`src/rtl/hsse_pkg.sv`:
```
// shared types and constants for the hashed scalar sparse encoder
// no dependencies
`default_nettype none
package hsse_pkg;
	localparam int unsigned MaxActiveDef = 64;
	localparam int unsigned MaxSizeDef   = 65536;
	localparam logic [31:0] ResReset     = 32'd65536;
	localparam logic [6:0]  ActReset     = 7'd1;
	localparam logic [16:0] SizeReset    = 17'd1024;
	localparam logic [31:0] SeedReset    = 32'd0;
	localparam logic [1:0]  RegRes  = 2'd0;
	localparam logic [1:0]  RegAct  = 2'd1;
	localparam logic [1:0]  RegSize = 2'd2;
	localparam logic [1:0]  RegSeed = 2'd3;
	localparam logic [31:0] MurC1 = 32'hcc9e2d51;
	localparam logic [31:0] MurC2 = 32'h1b873593;
	localparam logic [31:0] MurN  = 32'he6546b64;
	localparam logic [31:0] MurF1 = 32'h85ebca6b;
	localparam logic [31:0] MurF2 = 32'hc2b2ae35;

	// datapath operations, one per controller step
	typedef enum logic [3:0] {
		OP_NONE, OP_DIV_START, OP_DIV_STEP, OP_DIV_END,
		OP_SEED_LOAD, OP_IDX_LOAD, OP_HASH_STEP, OP_SEED_SAVE,
		OP_MOD_START, OP_MOD_STEP
	} hsse_op_t;
endpackage
`default_nettype wire

```
`src/rtl/hsse_if.sv`:
```
// valid/ready channel interfaces for input samples and output positions
// depends on nothing
`default_nettype none
interface hsse_in_if;
	logic valid;
	logic ready;
	logic signed [31:0] sample;
	logic no_value;
	modport source (output valid, sample, no_value, input ready);
	modport sink (input valid, sample, no_value, output ready);
endinterface

interface hsse_out_if;
	logic valid;
	logic ready;
	logic [15:0] bit_position;
	logic position_valid;
	logic last_position;
	modport source (output valid, bit_position, position_valid, last_position, input ready);
	modport sink (input valid, bit_position, position_valid, last_position, output ready);
endinterface
`default_nettype wire

```
`src/rtl/hsse_datapath.sv`:
```
// datapath: restoring divider, murmur hash unit with one multiply per step,
// and restoring modulo unit; depends on hsse_pkg
`default_nettype none
module hsse_datapath
	import hsse_pkg::*;
(
	input  wire logic        clk,
	input  wire hsse_op_t    op,
	input  wire logic [2:0]  hstep,
	input  wire logic [31:0] sample,
	input  wire logic [31:0] resolution,
	input  wire logic [16:0] size,
	input  wire logic [31:0] seed_in,
	input  wire logic [5:0]  offset,
	output logic      [15:0] position
);
	logic [31:0] quo_q, rem_q, den_q, idx_q, h_q, k_q, dseed_q, mod_q;
	logic        neg_q;
	logic [32:0] trial;
	logic [31:0] mag;
	logic [31:0] mul_a, mul_b, prod;
	logic [32:0] mtrial;

	assign mag = sample[31] ? (~sample + 32'd1) : sample;
	assign trial = {rem_q, quo_q[31]} - {1'b0, den_q};
	assign mtrial = {mod_q[31:0], h_q[31]} - {16'd0, size};

	// one 32x32 low multiply per hash step
	always_comb begin
		mul_a = k_q;
		mul_b = MurC1;
		case (hstep)
			3'd0: begin mul_a = k_q; mul_b = MurC1; end
			3'd1: begin mul_a = {k_q[16:0], k_q[31:17]}; mul_b = MurC2; end
			3'd2: begin mul_a = h_q; mul_b = 32'd5; end
			3'd3: begin mul_a = h_q ^ {16'd0, h_q[31:16]}; mul_b = MurF1; end
			3'd4: begin mul_a = h_q ^ {13'd0, h_q[31:13]}; mul_b = MurF2; end
			default: begin mul_a = k_q; mul_b = MurC1; end
		endcase
	end
	assign prod = mul_a * mul_b;

	// mix the finished key word into the hash state
	logic [31:0] hx;
	assign hx = h_q ^ prod;

	always_ff @(posedge clk) begin
		case (op)
			OP_DIV_START: begin
				quo_q <= mag;
				rem_q <= 32'd0;
				den_q <= (resolution == 32'd0) ? 32'd1 : resolution;
				neg_q <= sample[31];
			end
			OP_DIV_STEP: begin
				if (!trial[32]) begin
					rem_q <= trial[31:0];
					quo_q <= {quo_q[30:0], 1'b1};
				end else begin
					rem_q <= {rem_q[30:0], quo_q[31]};
					quo_q <= {quo_q[30:0], 1'b0};
				end
			end
			OP_DIV_END: idx_q <= neg_q ? (~quo_q + 32'd1) : quo_q;
			OP_SEED_LOAD: begin
				k_q <= seed_in;
				h_q <= 32'd0;
			end
			OP_IDX_LOAD: begin
				k_q <= idx_q + {26'd0, offset};
				h_q <= dseed_q;
			end
			OP_HASH_STEP: begin
				case (hstep)
					3'd0: k_q <= prod;
					3'd1: begin
						k_q <= prod;
						h_q <= {hx[18:0], hx[31:19]};
					end
					3'd2: h_q <= (prod + MurN) ^ 32'd4;
					3'd3: h_q <= prod;
					3'd4: h_q <= prod;
					3'd5: h_q <= h_q ^ {16'd0, h_q[31:16]};
					default: ;
				endcase
			end
			OP_SEED_SAVE: dseed_q <= h_q;
			OP_MOD_START: mod_q <= 32'd0;
			OP_MOD_STEP: begin
				if (!mtrial[32]) mod_q <= mtrial[31:0];
				else mod_q <= {mod_q[30:0], h_q[31]};
				h_q <= {h_q[30:0], 1'b0};
			end
			default: ;
		endcase
	end
	assign position = mod_q[15:0];
endmodule
`default_nettype wire

```
`src/rtl/hsse_ctrl.sv`:
```
// controller state machine sequencing division, hashing and modulo
// depends on hsse_pkg
`default_nettype none
module hsse_ctrl
	import hsse_pkg::*;
#(
	parameter int unsigned MAX_ACTIVE = MaxActiveDef
) (
	input  wire logic       clk,
	input  wire logic       arst_n,
	input  wire logic       in_valid,
	input  wire logic       in_no_value,
	output logic            in_ready,
	input  wire logic       out_ready,
	output logic            out_valid,
	output logic            out_pvalid,
	output logic            out_last,
	input  wire logic [6:0] active_bits,
	output hsse_op_t        op,
	output logic [2:0]      hstep,
	output logic [5:0]      offset
);
	typedef enum logic [3:0] {
		S_IDLE, S_DIV, S_DIVEND, S_SEED, S_SAVE, S_LOAD, S_HASH, S_MODST, S_MOD, S_OUT
	} state_t;
	state_t state_q;
	logic [5:0] cnt_q;
	logic [6:0] k_q, count;
	logic [2:0] hs_q;
	logic pv_q, last_q;

	always_comb begin
		count = active_bits;
		if (count == 7'd0) count = 7'd1;
		if (count > 7'(MAX_ACTIVE)) count = 7'(MAX_ACTIVE);
	end

	assign in_ready  = (state_q == S_IDLE);
	assign out_valid = (state_q == S_OUT);
	assign out_pvalid = pv_q;
	assign out_last  = last_q;
	assign hstep = hs_q;
	assign offset = k_q[5:0];

	always_comb begin
		case (state_q)
			S_IDLE:   op = (in_valid && !in_no_value) ? OP_DIV_START : OP_NONE;
			S_DIV:    op = OP_DIV_STEP;
			S_DIVEND: op = OP_DIV_END;
			S_SEED:   op = OP_SEED_LOAD;
			S_SAVE:   op = OP_SEED_SAVE;
			S_LOAD:   op = OP_IDX_LOAD;
			S_HASH:   op = OP_HASH_STEP;
			S_MODST:  op = OP_MOD_START;
			S_MOD:    op = OP_MOD_STEP;
			default:  op = OP_NONE;
		endcase
	end

	logic seed_done_q;
	always_ff @(posedge clk or negedge arst_n) begin
		if (!arst_n) begin
			state_q <= S_IDLE; cnt_q <= '0; k_q <= '0; hs_q <= '0;
			pv_q <= 1'b0; last_q <= 1'b0; seed_done_q <= 1'b0;
		end else begin
			case (state_q)
				S_IDLE: if (in_valid) begin
					if (in_no_value) begin
						pv_q <= 1'b0; last_q <= 1'b1; state_q <= S_OUT;
					end else begin
						cnt_q <= '0; state_q <= S_DIV;
					end
				end
				S_DIV: begin
					cnt_q <= cnt_q + 6'd1;
					if (cnt_q == 6'd31) state_q <= S_DIVEND;
				end
				S_DIVEND: begin state_q <= S_SEED; seed_done_q <= 1'b0; end
				S_SEED: begin hs_q <= '0; state_q <= S_HASH; end
				S_HASH: begin
					hs_q <= hs_q + 3'd1;
					if (hs_q == 3'd5) begin
						if (!seed_done_q) state_q <= S_SAVE;
						else state_q <= S_MODST;
					end
				end
				S_SAVE: begin seed_done_q <= 1'b1; k_q <= '0; state_q <= S_LOAD; end
				S_LOAD: begin hs_q <= '0; state_q <= S_HASH; end
				S_MODST: begin cnt_q <= '0; state_q <= S_MOD; end
				S_MOD: begin
					cnt_q <= cnt_q + 6'd1;
					if (cnt_q == 6'd31) begin
						pv_q <= 1'b1;
						last_q <= (k_q + 7'd1 == count);
						state_q <= S_OUT;
					end
				end
				S_OUT: if (out_ready) begin
					if (last_q || !pv_q) state_q <= S_IDLE;
					else begin k_q <= k_q + 7'd1; state_q <= S_LOAD; end
				end
				default: state_q <= S_IDLE;
			endcase
		end
	end
endmodule
`default_nettype wire

```
`src/rtl/hashed_scalar_sparse_encoder.sv`:
```
// hashed scalar sparse encoder: after the divide and the seed hash, each position is made by
// a load, 6 hash steps, a 32-step modulo and an output transaction
// the restoring divider and the seed hash run once per sample
// one sample at a time: the next sample is accepted only after its last position is taken
// no-value samples give one result in the next cycle
// arst_n clears control state and the configuration registers to their reset values
`default_nettype none
module hashed_scalar_sparse_encoder
	import hsse_pkg::*;
#(
	parameter int unsigned MAX_ACTIVE = MaxActiveDef,
	parameter int unsigned MAX_SIZE   = MaxSizeDef
) (
	input  wire logic        clk,
	input  wire logic        arst_n,
	hsse_in_if.sink          in_ch,
	hsse_out_if.source       out_ch,
	input  wire logic        psel,
	input  wire logic        penable,
	input  wire logic        pwrite,
	input  wire logic [3:0]  paddr,
	input  wire logic [31:0] pwdata,
	output logic      [31:0] prdata,
	output logic             pready
);
	logic [31:0] res_q, seed_q;
	logic [6:0]  act_q;
	logic [16:0] size_q, size_eff;
	hsse_op_t op;
	logic [2:0] hstep;
	logic [5:0] offset;
	logic pv, last;
	logic [31:0] sample_q;

	assign pready = 1'b1;
	// configuration writes in the access phase
	always_ff @(posedge clk or negedge arst_n) begin
		if (!arst_n) begin
			res_q <= ResReset; act_q <= ActReset; size_q <= SizeReset; seed_q <= SeedReset;
		end else if (psel && penable && pwrite) begin
			case (paddr[3:2])
				RegRes:  res_q <= pwdata;
				RegAct:  act_q <= pwdata[6:0];
				RegSize: size_q <= pwdata[16:0];
				RegSeed: seed_q <= pwdata;
				default: ;
			endcase
		end
	end
	always_comb begin
		case (paddr[3:2])
			RegRes:  prdata = res_q;
			RegAct:  prdata = {25'd0, act_q};
			RegSize: prdata = {15'd0, size_q};
			RegSeed: prdata = seed_q;
			default: prdata = 32'd0;
		endcase
	end
	always_comb begin
		size_eff = size_q;
		if (size_eff == 17'd0) size_eff = 17'd1;
		if (size_eff > 17'(MAX_SIZE)) size_eff = 17'(MAX_SIZE);
	end

	// sample held while the divider runs
	always_ff @(posedge clk)
		if (in_ch.valid && in_ch.ready) sample_q <= in_ch.sample;

	hsse_ctrl #(.MAX_ACTIVE(MAX_ACTIVE)) u_ctrl (
		.clk, .arst_n,
		.in_valid(in_ch.valid), .in_no_value(in_ch.no_value), .in_ready(in_ch.ready),
		.out_ready(out_ch.ready), .out_valid(out_ch.valid),
		.out_pvalid(pv), .out_last(last),
		.active_bits(act_q), .op, .hstep, .offset
	);

	logic [15:0] pos;
	hsse_datapath u_dp (
		.clk, .op, .hstep,
		.sample(op == OP_DIV_START ? in_ch.sample : sample_q),
		.resolution(res_q), .size(size_eff), .seed_in(seed_q),
		.offset, .position(pos)
	);

	assign out_ch.bit_position   = pv ? pos : 16'd0;
	assign out_ch.position_valid = pv;
	assign out_ch.last_position  = last;
endmodule
`default_nettype wire

```
`src/flat_wrapper.sv`:
```
// flat-port wrapper written by rule: the top's interface ports become plain ports
module hashed_scalar_sparse_encoder_flat import hsse_pkg::*;
#(
	parameter int unsigned MAX_ACTIVE = MaxActiveDef,
	parameter int unsigned MAX_SIZE   = MaxSizeDef
)
  (clk, arst_n, psel, penable, pwrite, paddr, pwdata, prdata, pready, in_ch_valid, in_ch_sample, in_ch_no_value, in_ch_ready, out_ch_valid, out_ch_bit_position, out_ch_position_valid, out_ch_last_position, out_ch_ready);
  hsse_in_if in_ch_i ();
  hsse_out_if out_ch_i ();
  input  wire logic clk;
  input  wire logic arst_n;
  input  wire logic psel;
  input  wire logic penable;
  input  wire logic pwrite;
  input  wire logic [3:0] paddr;
  input  wire logic [31:0] pwdata;
  output logic      [31:0] prdata;
  output logic pready;
  input wire logic [$bits(in_ch_i.valid)-1:0] in_ch_valid;
  input wire logic [$bits(in_ch_i.sample)-1:0] in_ch_sample;
  input wire logic [$bits(in_ch_i.no_value)-1:0] in_ch_no_value;
  output wire logic [$bits(in_ch_i.ready)-1:0] in_ch_ready;
  output wire logic [$bits(out_ch_i.valid)-1:0] out_ch_valid;
  output wire logic [$bits(out_ch_i.bit_position)-1:0] out_ch_bit_position;
  output wire logic [$bits(out_ch_i.position_valid)-1:0] out_ch_position_valid;
  output wire logic [$bits(out_ch_i.last_position)-1:0] out_ch_last_position;
  input wire logic [$bits(out_ch_i.ready)-1:0] out_ch_ready;
  assign in_ch_i.valid = in_ch_valid;
  assign in_ch_i.sample = in_ch_sample;
  assign in_ch_i.no_value = in_ch_no_value;
  assign in_ch_ready = in_ch_i.ready;
  assign out_ch_valid = out_ch_i.valid;
  assign out_ch_bit_position = out_ch_i.bit_position;
  assign out_ch_position_valid = out_ch_i.position_valid;
  assign out_ch_last_position = out_ch_i.last_position;
  assign out_ch_i.ready = out_ch_ready;
  hashed_scalar_sparse_encoder #(.MAX_ACTIVE(MAX_ACTIVE), .MAX_SIZE(MAX_SIZE)) u_core (.clk(clk), .arst_n(arst_n), .in_ch(in_ch_i), .out_ch(out_ch_i), .psel(psel), .penable(penable), .pwrite(pwrite), .paddr(paddr), .pwdata(pwdata), .prdata(prdata), .pready(pready));
endmodule
```
`config.mk`:
```
export PLATFORM = sky130hd
export DESIGN_NAME = hashed_scalar_sparse_encoder_flat
export DESIGN_NICKNAME = d
export VERILOG_FILES = /design/src/rtl/hsse_pkg.sv /design/src/rtl/hsse_if.sv /design/src/rtl/hsse_datapath.sv /design/src/rtl/hsse_ctrl.sv /design/src/rtl/hashed_scalar_sparse_encoder.sv /design/src/flat_wrapper.sv
export SDC_FILE = /design/constraint.sdc
export NUM_CORES = 2
export LEC_CHECK = 0
export BUFFER_PORTS_ARGS = -buffer_cell sky130_fd_sc_hd__clkbuf_2
export CELL_PAD_IN_SITES_DETAIL_PLACEMENT = 0
export CELL_PAD_IN_SITES_GLOBAL_PLACEMENT = 2
export CORE_AREA = 2 2 308 310
export DETAILED_ROUTE_END_ITERATION = 8
export DIE_AREA = 0 0 310 312
export GPL_ROUTABILITY_DRIVEN = 0
export HOLD_SLACK_MARGIN = 0.08
export PLACE_DENSITY_LB_ADDON = 0.1
export SYNTH_ARGS = -nofsm -noshare
export SYNTH_HDL_FRONTEND = slang
export SYNTH_SLANG_ARGS = --single-unit
```
`constraint.sdc`:
```
create_clock -name clk -period 11.58 [get_ports clk]
set_input_delay 0.579 -clock clk [delete_from_list [all_inputs] [get_ports clk]]
set_output_delay 0.579 -clock clk [all_outputs]
set_load 0.02 [all_outputs]
```
==> out/qor.txt <==
Post-synth EDFFs: 289
Root Driver: clkbuf_16
Required time of the worst setup path: 11.88 ns
R2R Setup Slk: 0.48 ns
Antenna Cells: 0
# port buffers: 125
Startpoint types: flop
Total number of vias: 29120
Critical Path Fanout Max: 12
Row Count: 112
Top Ports: 129
Asr flop ratio synth: 27.75%
WP data arrival: 11.40 ns
Min Hold Slack: 0.08701 ns
Vias in the first global route: 30100
Crit path buf inv count: 10
Post-synthesis adder-cell area fraction: 26.81%
Area fraction of the dominant cell type after synthesis: 22.32%
CTS Buf Count: 43
Post-Synthesis Cells: 3957
Final Cycle Share: 95.88%
Synth Area in Simple Gates: 11.53%
Initial antenna violation count: 1
Crit path setup slack, layout: 0.4769 ns
Synthesis Warnings: 0
Unrepaired setup endpoints after global routing: false
R2r endpoint: u_core.u_dp.h_q[26]
Synthesis-to-finish area growth: 9.491%
Pre-CTS WS: 0.7232 ns
Number of DRC markers in iteration 0: 2327
Post-DRT Antenna Nets: 0
Global route overflow: 0
Outcome: complete, no violations
Worst min path class: input port to async pin
Reg2reg start: u_core.u_ctrl.hstep[0]
Synth Flop Type: edfxtp_1
Clk buf depth: 3
Highest clock rate: 90.07 MHz
Setup Buffers After CTS: 0
H-tree Lvls: 2
CP endpoint kind: flop
Synth area leader: edfxtp_1
Die ar.: 96720 um^2
R2R depth: 39
Final slew viol count: 0
Synth top area cells: edfxtp_1, fa_1, dfrtp_1, ha_1, inv_1
Die Wd: 310 um
Tot GR Track Use: 28.04%
Nets: 4716
Actual slew at the worst max-slew pin: 1.098 ns
Die Y: 312 um
Register area share after synthesis: 29.47%
Final hold viol count: 0
Hold buffers post-CTS: 0
Vias per std cell: 5.461
Core area: 93050 um^2
Top delay family on crit path: adder cells
Yosys reg bits: 400
Setup-failing EPs final: 0
Pre-antenna DRT Iters: 8
Starting Density: 41.79%
Critical path's slowest cell: a2111oi_2
Commonest cells after routing, fill and taps aside: inv_1, fa_1, nand2_1, nor2_1, edfxtp_1
Layout cells sized above 1: 11.45%
Clock Skew: 0.01380 ns
Syn Nets: 4631
Largest net degree at the start of global routing: 73
CP max stage delay: 0.73 ns
Clock transition at path regs: 0.06 ns
Remaining DRCs: 0
Most common cell after layout, fill and taps aside: inv_1
TritonCTS clock tree: done
DR WL/cell: 25.24 um
Cts repair resizes: 0
Final core utilization: 45.76%
Synth Area in XOR/XNOR: 7.252%
Avg Inst Size Synth: 9.828 um^2
Max-cap viol count: 0
Clock Latency Late Sink: 0.57 ns
Crit Path Category: flop to flop
Post-DP HPWL: 109900 um
DRT Wirelength: 134500 um
Setup TNS: 0 ns
Multiplexer share of the synthesized area: 4.887%
Largest family of logic cells by synthesized area: adder cells
Compound-Gate Fraction of Synth Area: 12.24%
First-pass GRT wire length: 199700 um
Crit path time final: 11.10 ns
# fillers: 9153
Cell mode on critical path: inv_1
Post-synth cell types: 98
Mapped cell area: 38890 um^2
Worst rel slew slack: 26.32%
Clock sink count: 400
[through the flow]
step	instance area, um^2	std cells
3_3_place_gp	41220	5251
5_1_grt	42580	5331
6_report	42580	5331
3_5_place_dp	41220	5251
2_1_floorplan	38890	3957
4_1_cts	42580	5331
[per-layer routing]
layer | vias up | share of wire, % | GRT usage [%]
met2 | 899 | 48 | 46.77
met5 | - | 0.0082 | 0
li1 | 13490 | - | -
met4 | 2 | 6.5 | 15.21
met1 | 14460 | 41 | 36.21
met3 | 264 | 4.4 | 2.217
[worst max-delay path by stage]
stage | to | cells past startpoint | from
6_report | u_core.u_dp.h_q[26] | 39 | u_core.u_ctrl.hstep[0]
5_1_grt | u_core.u_dp.h_q[27] | 38 | u_core.u_ctrl.hstep[0]
4_1_cts | u_core.u_dp.h_q[26] | 39 | u_core.u_ctrl.hstep[0]
3_5_place_dp | u_core.u_dp.h_q[26] | 39 | u_core.u_ctrl.hstep[0]
3_3_place_gp | u_core.u_dp.h_q[27] | 38 | u_core.u_ctrl.hstep[0]
2_1_floorplan | u_core.u_dp.h_q[26] | 40 | u_core.u_ctrl.hstep[2]
[state kept, by name, summed over array words and instances, names as in the netlist, 3 cells and up]
| signal | flops |
|---|---|
| u_core.u_dp.k_q | 32 |
| u_core.u_dp.quo_q | 32 |
| u_core.u_ctrl.state_q | 4 |
| u_core.u_dp.dseed_q | 32 |
| u_core.u_dp.mod_q | 32 |
| u_core.res_q | 32 |
| u_core.act_q | 7 |
| u_core.u_dp.den_q | 32 |
| u_core.size_q | 17 |
| u_core.seed_q | 32 |
| u_core.u_dp.rem_q | 32 |
| u_core.sample_q | 32 |
| u_core.u_dp.idx_q | 32 |
| u_core.u_ctrl.k_q | 7 |
| u_core.u_dp.h_q | 32 |
| u_core.u_ctrl.hstep | 3 |
| u_core.u_ctrl.cnt_q | 6 |
[Yosys cell counts (17+ instances only)]
master / count
inv_1: 584
fa_1: 392
nand2_1: 350
nor2_1: 309
edfxtp_1: 289
ha_1: 206
o21ai_0: 186
xnor2_1: 185
clkbuf_1: 156
a21oi_1: 128
xor2_1: 123
dfrtp_1: 108
mux2_2: 89
mux2i_1: 70
and2_1: 51
a22oi_1: 49
nor3_1: 43
nand3_1: 41
or3_1: 32
a21o_1: 31
a222oi_1: 30
o21a_1: 26
a211oi_1: 23
nand2b_1: 23
nand4_1: 23
nor2b_1: 23
o31ai_1: 23
a31oi_1: 22
a221o_1: 20
and3_1: 19
buf_1: 19
nor4_1: 19
a22o_1: 18
o21bai_1: 18
buf_2: 17
[kinds of logic after synthesis]
group,after synthesis
simple gates,987
buf+inv,790
compound gates,698
fa+ha+maj,598
flops,400
xor+xnor,314
mux,169
other cells,1
[area by class of cell]
type	count	area (um^2)	share of cell area (%)
Multi-Input combinational cell	2767	24480	57.50
Inverter	590	2216	5.204
Sequential cell	400	11460	26.91
Clock inverter	21	175.2	0.4114
Tap cell	1254	1569	3.685
Timing Repair Buffer	240	1491	3.503
Clock buffer	59	1187	2.789
Power is left out: the tool's default activity adds up to more than one toggle a clock period on the data nets, which glitch-free logic cannot reach.
